--- src/sv/slru_pkg.sv ---
package slru_pkg;

   // Access kinds carried in the request.
   localparam logic [1:0] KIND_MODIFY = 2'd2;
   localparam logic [1:0] KIND_FETCH  = 2'd3;

   // Configuration register indexes and port widths.
   localparam int CSR_IDX_W  = 2;
   localparam int CSR_DATA_W = 6;
   localparam logic [CSR_IDX_W-1:0] CSR_SET_BITS   = 2'd0;
   localparam logic [CSR_IDX_W-1:0] CSR_BLOCK_BITS = 2'd1;
   localparam logic [CSR_IDX_W-1:0] CSR_WAYS_USED  = 2'd2;

   localparam logic [2:0] SET_BITS_RESET   = 3'd4;
   localparam logic [5:0] BLOCK_BITS_RESET = 6'd4;
   localparam logic [3:0] WAYS_USED_RESET  = 4'd8;
   localparam logic [5:0] BLOCK_BITS_MAX   = 6'd57;

   localparam logic [31:0] CNT_MAX = 32'hFFFF_FFFF;

   typedef struct packed {
      logic [1:0]  kind;
      logic [63:0] address;
   } slru_req_type;

   typedef struct packed {
      logic        was_hit;
      logic        evicted;
      logic        last;
      logic [31:0] hit_count;
      logic [31:0] miss_count;
      logic [31:0] eviction_count;
   } slru_rsp_type;

   typedef enum logic [2:0] {
      ST_IDLE,
      ST_SHIFT,
      ST_INDEX,
      ST_READ,
      ST_LOAD,
      ST_SCAN,
      ST_UPDATE,
      ST_WRITE
   } slru_state_type;

   // Sequencer commands to the way scanner.
   typedef struct packed {
      logic start;
      logic step;
   } slru_scan_ctl_type;

   // Scanner status back to the sequencer.
   typedef struct packed {
      logic last;
      logic hit;
      logic empty;
   } slru_scan_stat_type;

   function automatic logic [31:0] sat_inc(input logic [31:0] v);
      sat_inc = (v == CNT_MAX) ? v : v + 32'd1;
   endfunction

endpackage

--- src/sv/slru_way_scan.sv ---
module slru_way_scan
   import slru_pkg::*;
#(
   parameter int WAYS   = 8,
   parameter int TAG_W  = 62,
   parameter int AGE_W  = 3,
   parameter int WIDX_W = 3,
   parameter int CNT_W  = 4
) (
   input  logic                        clock,
   input  logic                        reset,
   input  slru_scan_ctl_type           ctl,
   input  logic [CNT_W-1:0]            ways_n,
   input  logic [TAG_W-1:0]            key_tag,
   input  logic [WAYS-1:0][TAG_W-1:0]  row_tag,
   input  logic [WAYS-1:0][AGE_W-1:0]  row_age,
   input  logic [WAYS-1:0]             row_valid,
   output slru_scan_stat_type          stat,
   output logic [WIDX_W-1:0]           hit_way,
   output logic [WIDX_W-1:0]           empty_way,
   output logic [WIDX_W-1:0]           victim_way
);

   logic [CNT_W-1:0]  cnt_ff;
   logic              hit_ff;
   logic              empty_ff;
   logic [WIDX_W-1:0] hit_way_ff;
   logic [WIDX_W-1:0] empty_way_ff;
   logic [WIDX_W-1:0] victim_ff;
   logic [AGE_W-1:0]  victim_age_ff;
   logic [WIDX_W-1:0] idx;
   logic              match;

   // One way is examined per step by a single tag comparator.
   assign idx   = cnt_ff[WIDX_W-1:0];
   assign match = row_valid[idx] && (row_tag[idx] == key_tag);

   always_ff @(posedge clock) begin
      if (reset) begin
         cnt_ff   <= '0;
         hit_ff   <= 1'b0;
         empty_ff <= 1'b0;
      end else if (ctl.start) begin
         cnt_ff   <= '0;
         hit_ff   <= 1'b0;
         empty_ff <= 1'b0;
      end else if (ctl.step) begin
         cnt_ff <= CNT_W'(cnt_ff + 1'b1);
         if (match && !hit_ff) begin
            hit_ff <= 1'b1;
         end
         if (!row_valid[idx] && !empty_ff) begin
            empty_ff <= 1'b1;
         end
      end
   end

   always_ff @(posedge clock) begin
      if (ctl.start) begin
         victim_ff     <= '0;
         victim_age_ff <= '0;
      end else if (ctl.step) begin
         if (match && !hit_ff) begin
            hit_way_ff <= idx;
         end
         if (!row_valid[idx] && !empty_ff) begin
            empty_way_ff <= idx;
         end
         if (row_age[idx] > victim_age_ff) begin
            victim_ff     <= idx;
            victim_age_ff <= row_age[idx];
         end
      end
   end

   assign stat.last  = (CNT_W'(cnt_ff + 1'b1) == ways_n);
   assign stat.hit   = hit_ff;
   assign stat.empty = empty_ff;
   assign hit_way    = hit_way_ff;
   assign empty_way  = empty_way_ff;
   assign victim_way = victim_ff;

endmodule

--- config.mk ---
export PLATFORM = sky130hd
export DESIGN_NAME = slru_way_scan
export DESIGN_NICKNAME = d
export VERILOG_FILES = /design/src/sv/slru_pkg.sv /design/src/sv/slru_way_scan.sv
export SDC_FILE = /design/constraint.sdc
export NUM_CORES = 1
export LEC_CHECK = 0
export BUFFER_PORTS_ARGS = -buffer_cell sky130_fd_sc_hd__buf_4
export CAP_MARGIN = 20
export CORE_AREA = 2 2 237 239
export CTS_CLUSTER_SIZE = 30
export DETAILED_ROUTE_END_ITERATION = 16
export DIE_AREA = 0 0 239 241
export HOLD_SLACK_MARGIN = 0.05
export PLACE_DENSITY_LB_ADDON = 0.3
export REMOVE_ABC_BUFFERS = 1
export SYNTH_ARGS = -nofsm -noshare
export SYNTH_HDL_FRONTEND = slang
export SYNTH_SLANG_ARGS = --single-unit
--- constraint.sdc ---
create_clock -name clock -period 3.44 [get_ports clock]
set_input_delay 0.172 -clock clock [delete_from_list [all_inputs] [get_ports clock]]
set_output_delay 0.172 -clock clock [all_outputs]
set_load 0.01 [all_outputs]
==> flow_metrics.tcl, run 1 <==
set metrics [dict create \
    drt_iter0_markers 225 \
    grt_usage_pct 12.4 \
    drive_above_1_share_pct 68.8 \
    vias_per_cell 3.95 \
    synth_edf_count 6 \
    ctsHoldBuffers 0 \
    hold_class "in -> reg" \
    clock_skew_ns 0.00337 \
    syn_area_per_cell_um2 11.2 \
    initial_core_util_pct 10.7 \
    placed_cell_area_um2 11600 \
    grt_pass1_wl_mm 52.4 \
    postSynthCellCount 526 \
    synth_top_area_share_pct 32.6 \
    n_fill_cell 6054 \
    port_buffers 609 \
    ant_nets 0 \
    r2r_cells 10 \
    grt_max_degree 40 \
    wire_per_inst_um 20.8 \
    yosys-top-cells-area "mux4_2 33%, mux2i_1 20%, xnor2_1 6.7%, dfxtp_1 4.1%, mux4_1 4.0%" \
    drt_wl_total_mm 38.6 \
    drc 0 \
    reg2reg_to "hit_way[0]$_DFFE_PP_" \
    num-nets-final 1756 \
    core_area_um2 54900 \
    whs_path_depth 4 \
    die_w_um 239 \
    place_congestion 0.845 \
    grt_pass1_vias 8020 \
    async_reset_ff_share_pct 0 \
    status "completed" \
    path_class "reg -> reg" \
    max_slew.worst_pin.slew_ns 0.752 \
    power_density_nw_per_um2 145 \
    place_ws_ns -0.321 \
    root_buffer "clkbuf_16" \
    p_leak_nw 4.83 \
    synth_common_cells "117 x mux2i_1, 85 x mux4_2, 45 x xnor2_1" \
    antenna_found_initial 2 \
    min_to "hit_ff$_SDFFE_PP0P_" \
    grt_overflow_total 0 \
    clock_sinks 18 \
    finalCritPeriodShare_pct 92.7 \
    clockBufferDepth 2 \
    yosys_warnings 0 \
    cts.htree.levels 1 \
    synth_area_leader_cell "mux4_2" \
    cts_buffers 3 \
    setup_slack_ns 0.250 \
    area_growth_pct 101 \
    via_count 7333 \
    crit_path_end_kind "flip-flop" \
    cts_tree "done" \
    rows 86 \
    clkLatencyLatePin_ns 0.25 \
    synth-main-ff-cell "dfxtp_1" \
    cp-start-kind "flip-flop" \
    finalSetupViolCount 0 \
    drv_cap 0 \
    dpl.hpwl_mm 35.2 \
    r2r_slack_ns 0.25 \
    io-pin-count 610 \
    yosysMostFrequentCell "mux2i_1" \
    critPathRequiredTime_ns 3.42 \
    crit_arrival_ns 3.17 \
    ir_drop_mv 0.196 \
    yosysSeqAreaShare_pct 7.16 \
    crit_fanout 32 \
    hold_violations 0 \
    max_clock_freq_mhz 313 \
    min_period_ns 3.19 \
    timing.hold.ws_ns 0.213 \
    min_from "reset" \
    grt_setup_unrepaired "no" \
    dr.pass1.iters 4 \
    slew_headroom_pct 49.5 \
    synth.distinct_cells 55 \
    die_area_um2 57600 \
    design_area_um2 11800 \
    die_y_um 241 \
    utilization_pct 21.5 \
    slew_violations 0 \
    ys_ff_latch 18 \
    clkTransAtPathRegs_ns 0.06 \
    tns_ns 0 \
    cts_setup_buffers 0 \
    r2r-start "cnt_ff[1]$_SDFFE_PP0P_" \
    synth_area_um2 5870 \
]
power by group:
part           leakage [nW]  internal [mW]  switching, mW  total, mW
Sequential            0.156          0.224        0.00475      0.229
Clock                0.0442          0.177         0.0931      0.271
Combinational          4.62          0.761          0.447       1.21
Total                  4.83           1.16          0.545       1.71
sequential cells by signal, summed over array words and instances (netlist names):
register       cells
cnt_ff             4
hit_way            3
victim_way         3
empty_ff           1
empty_way          3
hit_ff             1
victim_age_ff      3
cell usage in the layout, fill, tap and decap left out, types with 3 or more instances in the layout:
cell type  count
o21ai_0        9
nand4_1       12
ha_1           4
clkbuf_16      3
mux4_1         9
dfxtp_1        9
and3b_1        5
mux4_2        85
nand3b_1       3
a21boi_0       3
a21oi_1        4
inv_1          3
nor3_1         9
edfxtp_1       6
nand3_1        4
mux2i_1      115
nor2_1        19
or3_1          8
a22oi_1       16
a22o_1        17
nor4_1        12
xor2_1         5
mux2_2        12
nand2_1        9
dfxtp_4        3
o22ai_1        6
xnor2_1       45
buf_12         9
nor4_2         4
buf_4        660
worst max path at each step:
stage                           startpoint  cells after the start  slack [ns]                    to
detailed placement  cnt_ff[1]$_SDFFE_PP0P_                     10       -0.32  hit_way[0]$_DFFE_PP_
global route        cnt_ff[1]$_SDFFE_PP0P_                      9      0.0002  hit_way[0]$_DFFE_PP_
CTS                 cnt_ff[1]$_SDFFE_PP0P_                     10        0.03  hit_way[0]$_DFFE_PP_
floorplan           cnt_ff[1]$_SDFFE_PP0P_                      7       -4.30  hit_way[0]$_DFFE_PP_
global placement    cnt_ff[1]$_SDFFE_PP0P_                     10       -0.35  hit_way[2]$_DFFE_PP_
finish              cnt_ff[1]$_SDFFE_PP0P_                     10        0.25  hit_way[0]$_DFFE_PP_
through the flow:
step	power, mW	std cells
after floorplan	0.707	479
after global placement	1.45	1853
after detailed placement	1.46	1853
after CTS	1.75	1857
after global routing	1.83	1858
final	1.71	1858
per-layer routing:
metal  vias up  global-route usage (%)  wire (µm)
met5         -                       0         13
met4         2                    2.05        556
met3        24                    1.99       2460
met2       328                    23.0      20100
met1      3513                    15.2      15400
li1       3466                       -          -
critical path, stage by stage, from the launching register on:
cell	delay (ns)
dfxtp_4	0.42
buf_4	0.18
buf_16	0.22
mux4_2	0.54
mux2i_2	0.25
nor2_1	0.12
a211oi_2	0.31
and4_4	0.29
nand4_1	0.14
nor4_4	0.27
buf_4	0.17
area by class of cell:
class	instances	area [µm²]	area share (%)
Tap cell	704	881	7.48
Antenna cell	1	2.50	0.0213
Sequential cell	18	432	3.67
Multi-Input combinational cell	458	5200	44.1
Clock buffer	4	88.8	0.755
Inverter	3	11.3	0.0956
Timing Repair Buffer	670	5160	43.8
cell families after synthesis:
group                      synth area share [%]
and+or+nand+nor                            11.0
buffers and inverters                      5.39
adders and majority gates                 0.853
DFF                                        7.16
muxes                                      58.9
xor gates and xnor gates                   7.46
AOI/OAI and AO/OA                          9.23
repair_timing:
| action | 4_1_cts | 5_1_grt |
|---|---|---|
| pin swaps | 0 | 1 |
| resized for setup | 4 | 9 |
| setup endpoints to repair | 3 | 4 |
Power figures use the tool's default switching activity.
==> run 2, diff against run 1 <==
--- a/config.mk
+++ b/config.mk
@@ -12,6 +12,7 @@
 export DETAILED_ROUTE_END_ITERATION = 16
 export DIE_AREA = 0 0 239 241
 export HOLD_SLACK_MARGIN = 0.05
+export MAX_ROUTING_LAYER = met4
 export PLACE_DENSITY_LB_ADDON = 0.3
 export REMOVE_ABC_BUFFERS = 1
 export SYNTH_ARGS = -nofsm -noshare
==> constraint.sdc (replaced) <==
create_clock -name clock -period 2.73 [get_ports clock]
set_input_delay 0.1365 -clock clock [delete_from_list [all_inputs] [get_ports clock]]
set_output_delay 0.1365 -clock clock [all_outputs]
set_load 0.01 [all_outputs]
==> run 2 against run 1 <==
  * The flow now finishes with violations (negative setup slack)
  * Global-route usage rose by 1.6 points
  * Count of clock-buffer cells in the layout fell by 1
  * Core utilization rose by 3.1 points
  * Final cell count rose by 6.8%
  * Final area rose by 15%
  * Total power rose by 46%
  * Die area did not move
  * First-iteration DRC count rose by 9.8%
  * Critical path depth rose by 1
  * Largest power group unchanged
==> flow_metrics.tcl, run 2 (synthesis results as in run 1) <==
set metrics [dict create \
    status "finished, violations left" \
    violations "negative setup slack" \
    rows 86 \
    drive_above_1_share_pct 76.4 \
    drt_wl_total_mm 41.9 \
    finalCritPeriodShare_pct 113 \
    setup_slack_ns -0.361 \
    num-nets-final 1881 \
    ant_nets 0 \
    n_fill_cell 5912 \
    clockBufferDepth 2 \
    hold_violations 0 \
    max_flop_register "cnt_ff" \
    hold_class "in -> reg" \
    layout_commonest_cell "buf_4" \
    die_y_um 241 \
    path_class "reg -> reg" \
    grt_max_degree 24 \
    drv_cap 0 \
    die_w_um 239 \
    crit_path_end_kind "flip-flop" \
    port_buffers 609 \
    p_total_mw 2.49 \
    dpl.hpwl_mm 36.8 \
    tns_ns -2.81 \
    grt_usage_pct 14.0 \
    grt_pass1_vias 8818 \
    power_density_nw_per_um2 185 \
    max_slew.worst_pin.slew_ns 0.684 \
    grt_setup_unrepaired "yes" \
    io-pin-count 610 \
    p_leak_nw 5.67 \
    min_from "ctl[1]" \
    clock_sinks 18 \
    crit_arrival_ns 3.08 \
    grt_overflow_total 0 \
    r2r-start "cnt_ff[1]$_SDFFE_PP0P_" \
    via_count 7965 \
    drt_iter0_markers 247 \
    antenna_found_initial 5 \
    clkTransAtPathRegs_ns 0.07 \
    die_area_um2 57600 \
    critPathRequiredTime_ns 2.72 \
    vias_per_cell 4.01 \
    area_growth_pct 130 \
    grt_pass1_wl_mm 56.9 \
    min_period_ns 3.09 \
    root_buffer "clkbuf_16" \
    cts.htree.levels 1 \
    largest_register_ff_count 4 \
    whs_path_depth 2 \
    cts_tree "done" \
    r2r_cells 11 \
    cts_buffers 3 \
    core_area_um2 54900 \
    slew_headroom_pct 54.1 \
    final_cell_mix "750 x buf_4, 93 x mux2i_1, 88 x mux4_2" \
    max_clock_freq_mhz 324 \
    initial_core_util_pct 10.7 \
    wire_per_inst_um 21.1 \
    clkLatencyLatePin_ns 0.26 \
    utilization_pct 24.6 \
    cp-start-kind "flip-flop" \
    clock_skew_ns 0.00868 \
    crit_fanout 6 \
    drc 0 \
    ir_drop_mv 0.212 \
    r2r_slack_ns -0.36 \
    place_congestion 0.857 \
    slew_violations 0 \
    reg2reg_to "hit_way[0]$_DFFE_PP_" \
    finalSetupViolCount 10 \
    dr.pass1.iters 4 \
    min_to "victim_way[1]$_SDFFE_PP0P_" \
]
## run 2: area by class of cell
type / instances / area [µm²] / area share (%)
tap: 704 / 881 / 6.53
sequential: 18 / 432 / 3.20
multi-input combinational: 458 / 5680 / 42.1
inverter: 3 / 11.3 / 0.0835
antenna: 3 / 7.51 / 0.0556
clock inverter: 1 / 3.75 / 0.0278
timing repair buffer: 795 / 6400 / 47.4
clock buffer: 3 / 75.1 / 0.556
## run 2: per-layer routing
layer,vias to the layer above,wire (µm),track usage [%]
met2,353,22300,25.7
li1,3729,-,-
met4,0,707,3.01
met1,3852,16700,16.2
met3,31,2240,1.98
met5,-,0,-
## run 2: worst max-delay path by stage
stage,to,slack (ns),cells past startpoint,from
3_3_place_gp,hit_way[2]$_DFFE_PP_,-0.82,10,cnt_ff[0]$_SDFFE_PP0P_
5_1_grt,hit_way[0]$_DFFE_PP_,-0.51,11,cnt_ff[1]$_SDFFE_PP0P_
3_5_place_dp,hit_way[0]$_DFFE_PP_,-0.78,10,cnt_ff[1]$_SDFFE_PP0P_
4_1_cts,hit_way[0]$_DFFE_PP_,-0.41,11,cnt_ff[0]$_SDFFE_PP0P_
2_1_floorplan,hit_way[0]$_DFFE_PP_,-5.01,7,cnt_ff[1]$_SDFFE_PP0P_
6_report,hit_way[0]$_DFFE_PP_,-0.36,11,cnt_ff[1]$_SDFFE_PP0P_
## run 2: critical path: stages (launching register included)
cell	delay [ns]
dfxtp_4	0.43
buf_12	0.16
buf_12	0.13
mux4_2	0.52
mux2i_4	0.25
xnor2_4	0.13
buf_6	0.15
nor4_4	0.25
buf_4	0.13
nand4_1	0.13
nor4_4	0.33
buf_4	0.18
## run 2: where the power goes
part | internal, mW | switching, mW | leakage, nW
clock network | 0.196 | 0.131 | 0.0386
logic | 1.20 | 0.678 | 5.48
registers | 0.282 | 0.00728 | 0.156
total | 1.68 | 0.816 | 5.67
## run 2: repair_timing
action                     in CTS  in global routing
cloned                          6                  0
hold buffers                    0                  0
resized for setup              82                 58
pin swaps                      32                 24
buffers inserted               33                  6
setup endpoints to repair      10                 13
## run 2: metrics by stage
stage | instance area, µm² | setup slack (ns) | hold WS [ns] | std cells
2_1_floorplan | 5560 | -5.01 | 0.209 | 479
3_3_place_gp | 12300 | -0.819 | 0.460 | 1938
3_5_place_dp | 12300 | -0.776 | 0.463 | 1938
4_1_cts | 13200 | -0.413 | 0.166 | 1980
5_1_grt | 13500 | -0.510 | 0.195 | 1985
6_report | 13500 | -0.361 | 0.186 | 1985
==> run 3, diff against run 2 <==
--- a/config.mk
+++ b/config.mk
@@ -7,14 +7,15 @@
 export LEC_CHECK = 0
 export BUFFER_PORTS_ARGS = -buffer_cell sky130_fd_sc_hd__buf_4
 export CAP_MARGIN = 20
-export CORE_AREA = 2 2 237 239
+export CORE_AREA = 2 2 238 240
 export CTS_CLUSTER_SIZE = 30
 export DETAILED_ROUTE_END_ITERATION = 16
-export DIE_AREA = 0 0 239 241
+export DIE_AREA = 0 0 240 242
 export HOLD_SLACK_MARGIN = 0.05
 export MAX_ROUTING_LAYER = met4
 export PLACE_DENSITY_LB_ADDON = 0.3
 export REMOVE_ABC_BUFFERS = 1
+export SETUP_SLACK_MARGIN = 0.2
 export SYNTH_ARGS = -nofsm -noshare
 export SYNTH_HDL_FRONTEND = slang
 export SYNTH_SLANG_ARGS = --single-unit
==> constraint.sdc (replaced) <==
create_clock -name clock -period 3.3 [get_ports clock]
set_input_delay 0.165 -clock clock [delete_from_list [all_inputs] [get_ports clock]]
set_output_delay 0.165 -clock clock [all_outputs]
set_load 0.01 [all_outputs]
==> run 3 against run 2 <==
  * The run now ends clean
  * Setup slack improved by 0.49 ns
  * Clock power decreased by 19%
  * Clock skew is 0.00087 ns lower
  * Critical path depth is 1 lower
  * Sequential cell count unchanged
  * Fmax is 2.4% lower
  * Critical endpoint unchanged
  * Via count shrank 5.1%
  * Hold slack is essentially flat
  * Global-route usage decreased by 0.18 points
==> flow_metrics.tcl, run 3 (synthesis results as in run 1) <==
set metrics [dict create \
    r2r-start "cnt_ff[1]$_SDFFE_PP0P_" \
    num-nets-final 1792 \
    utilization_pct 23.0 \
    cts.htree.levels 1 \
    hold_violations 0 \
    post-place-cells 1901 \
    crit_arrival_ns 3.15 \
    min_from "ctl[1]" \
    clockBufferDepth 2 \
    antenna_found_initial 2 \
    setup_slack_ns 0.133 \
    rows 87 \
    crit_path_end_kind "flip-flop" \
    timing.hold.ws_ns 0.186 \
    placed_cell_area_um2 11700 \
    slew_headroom_pct 56.0 \
    clkPwrFrac_pct 13.8 \
    finalCritPeriodShare_pct 96.0 \
    vias_per_cell 3.88 \
    status "completed" \
    wire_per_inst_um 21.3 \
    port_buffers 609 \
    final_cells 1947 \
    grt_setup_unrepaired "yes" \
    critPathRequiredTime_ns 3.29 \
    max_clock_freq_mhz 316 \
    multi_input_comb_area_um2 5540 \
    ctsHoldBuffers 0 \
    cts_tree "done" \
    drt_wl_total_mm 41.5 \
    worst-path-buf-inv 3 \
    combPwrFrac_pct 73.9 \
    switchingPower_mw 0.638 \
    die_y_um 242 \
    clock_skew_ns 0.00781 \
    place_congestion 0.890 \
    drc 0 \
    p_leak_nw 5.24 \
    place_ws_ns -0.520 \
    grt_pass1_wl_mm 56.4 \
    slew_violations 0 \
    seqPwrFrac_pct 12.4 \
    n_fill_cell 6138 \
    clock_sinks 18 \
    final_cell_mix "672 x buf_4, 97 x mux2i_1, 87 x mux4_2" \
    r2r_cells 10 \
    layout_commonest_cell "buf_4" \
    io-pin-count 610 \
    drt_iter0_markers 213 \
    clkTransAtPathRegs_ns 0.07 \
    initial_core_util_pct 10.5 \
    drv_cap 0 \
    whs_path_depth 2 \
    grt_max_degree 30 \
    die_area_um2 58100 \
    largest_register_ff_count 4 \
    grt_pass1_vias 8461 \
    die_w_um 240 \
    r2r_slack_ns 0.13 \
    design_area_um2 12800 \
    final-seq-area_um2 432 \
    hold_class "in -> reg" \
    startpoint "cnt_ff[1]$_SDFFE_PP0P_" \
    via_count 7562 \
    cp-start-kind "flip-flop" \
    max_flop_register "cnt_ff" \
    path_class "reg -> reg" \
    area_growth_pct 118 \
    power_density_nw_per_um2 151 \
    dr.pass1.iters 4 \
    min_to "victim_age_ff[1]$_SDFFE_PP0P_" \
    root_buffer "clkbuf_16" \
    ant_nets 0 \
    core_area_um2 55700 \
    cp.depth 10 \
    crit_path_cell_trace "buf_12 -> buf_6 -> mux4_2 -> mux2i_4 -> xnor2_1 -> a211oi_2 -> and4_1 -> nand4_1 -> nor4_4 -> buf_4" \
    drive_above_1_share_pct 74.0 \
    crit_family "simple AND/OR/NAND/NOR gates" \
    dpl.hpwl_mm 35.3 \
    p_int_mw 1.29 \
    power.share.switching_pct 33.1 \
    slowest_stage "mux4_2" \
    ir_drop_mv 0.142 \
    clkLatencyLatePin_ns 0.26 \
    finalSetupViolCount 0 \
    crit_fanout 7 \
    slowest_delay_ns 0.54 \
    min_period_ns 3.17 \
    cts_buffers 3 \
    grt_overflow_total 0 \
    max_slew.worst_pin.slew_ns 0.654 \
    grt_usage_pct 13.9 \
    reg2reg_to "hit_way[0]$_DFFE_PP_" \
]
## run 3: changes by cell type in the layout (fill, tap and decap cells not counted), sizes merged
cell    delta
bufbuf     +1
clkbuf     +3
diode      -1
buf       -93
## run 3: power by group through the flow
stage / Sequential (mW) / Clock, mW / Combinational (mW)
after global placement: 0.243 / 0 / 1.30
after detailed placement: 0.243 / 0 / 1.30
after floorplan: 0.278 / 0 / 0.459
after global routing: 0.240 / 0.294 / 1.54
after CTS: 0.240 / 0.284 / 1.40
final: 0.239 / 0.266 / 1.43
## run 3: through the flow
| step | power, mW | setup TNS (ns) |
|---|---|---|
| after floorplan | 0.737 | -77.07 |
| after global placement | 1.54 | -1.72 |
| after detailed placement | 1.55 | -1.56 |
| after CTS | 1.93 | 0 |
| after global routing | 2.07 | -0.116 |
| final | 1.93 | 0 |
## run 3: worst max-delay path by stage
stage,to,slack [ns]
3_3_place_gp,hit_way[2]$_DFFE_PP_,-0.57
5_1_grt,hit_way[2]$_DFFE_PP_,-0.04
6_report,hit_way[0]$_DFFE_PP_,0.13
4_1_cts,hit_way[0]$_DFFE_PP_,0.13
2_1_floorplan,hit_way[0]$_DFFE_PP_,-4.44
3_5_place_dp,hit_way[1]$_DFFE_PP_,-0.52
## run 3: area by class of cell
class                   instances  area share, %
clock buffers                   3          0.586
multi-input cells             458           43.2
repair buffers                706           45.3
diodes                          2         0.0391
flip-flops and latches         18           3.37
clock inverters                 1         0.0293
well taps                     756           7.39
inverters                       3         0.0879
## run 3: what timing repair did
item                                    in CTS  in global routing
pin swaps                                   16                 19
buffers inserted                            14                 16
endpoints found under the setup margin       4                 10
gates resized for setup                     63                 38
cloned                                       7                  3
## run 3: per-layer routing
layer	GRT usage (%)	vias to the layer above	routed length [µm]
li1	-	3541	-
met1	16.4	3665	17100
met3	1.75	27	2180
met4	2.16	0	524
met2	25.2	329	21700
met5	-	-	0
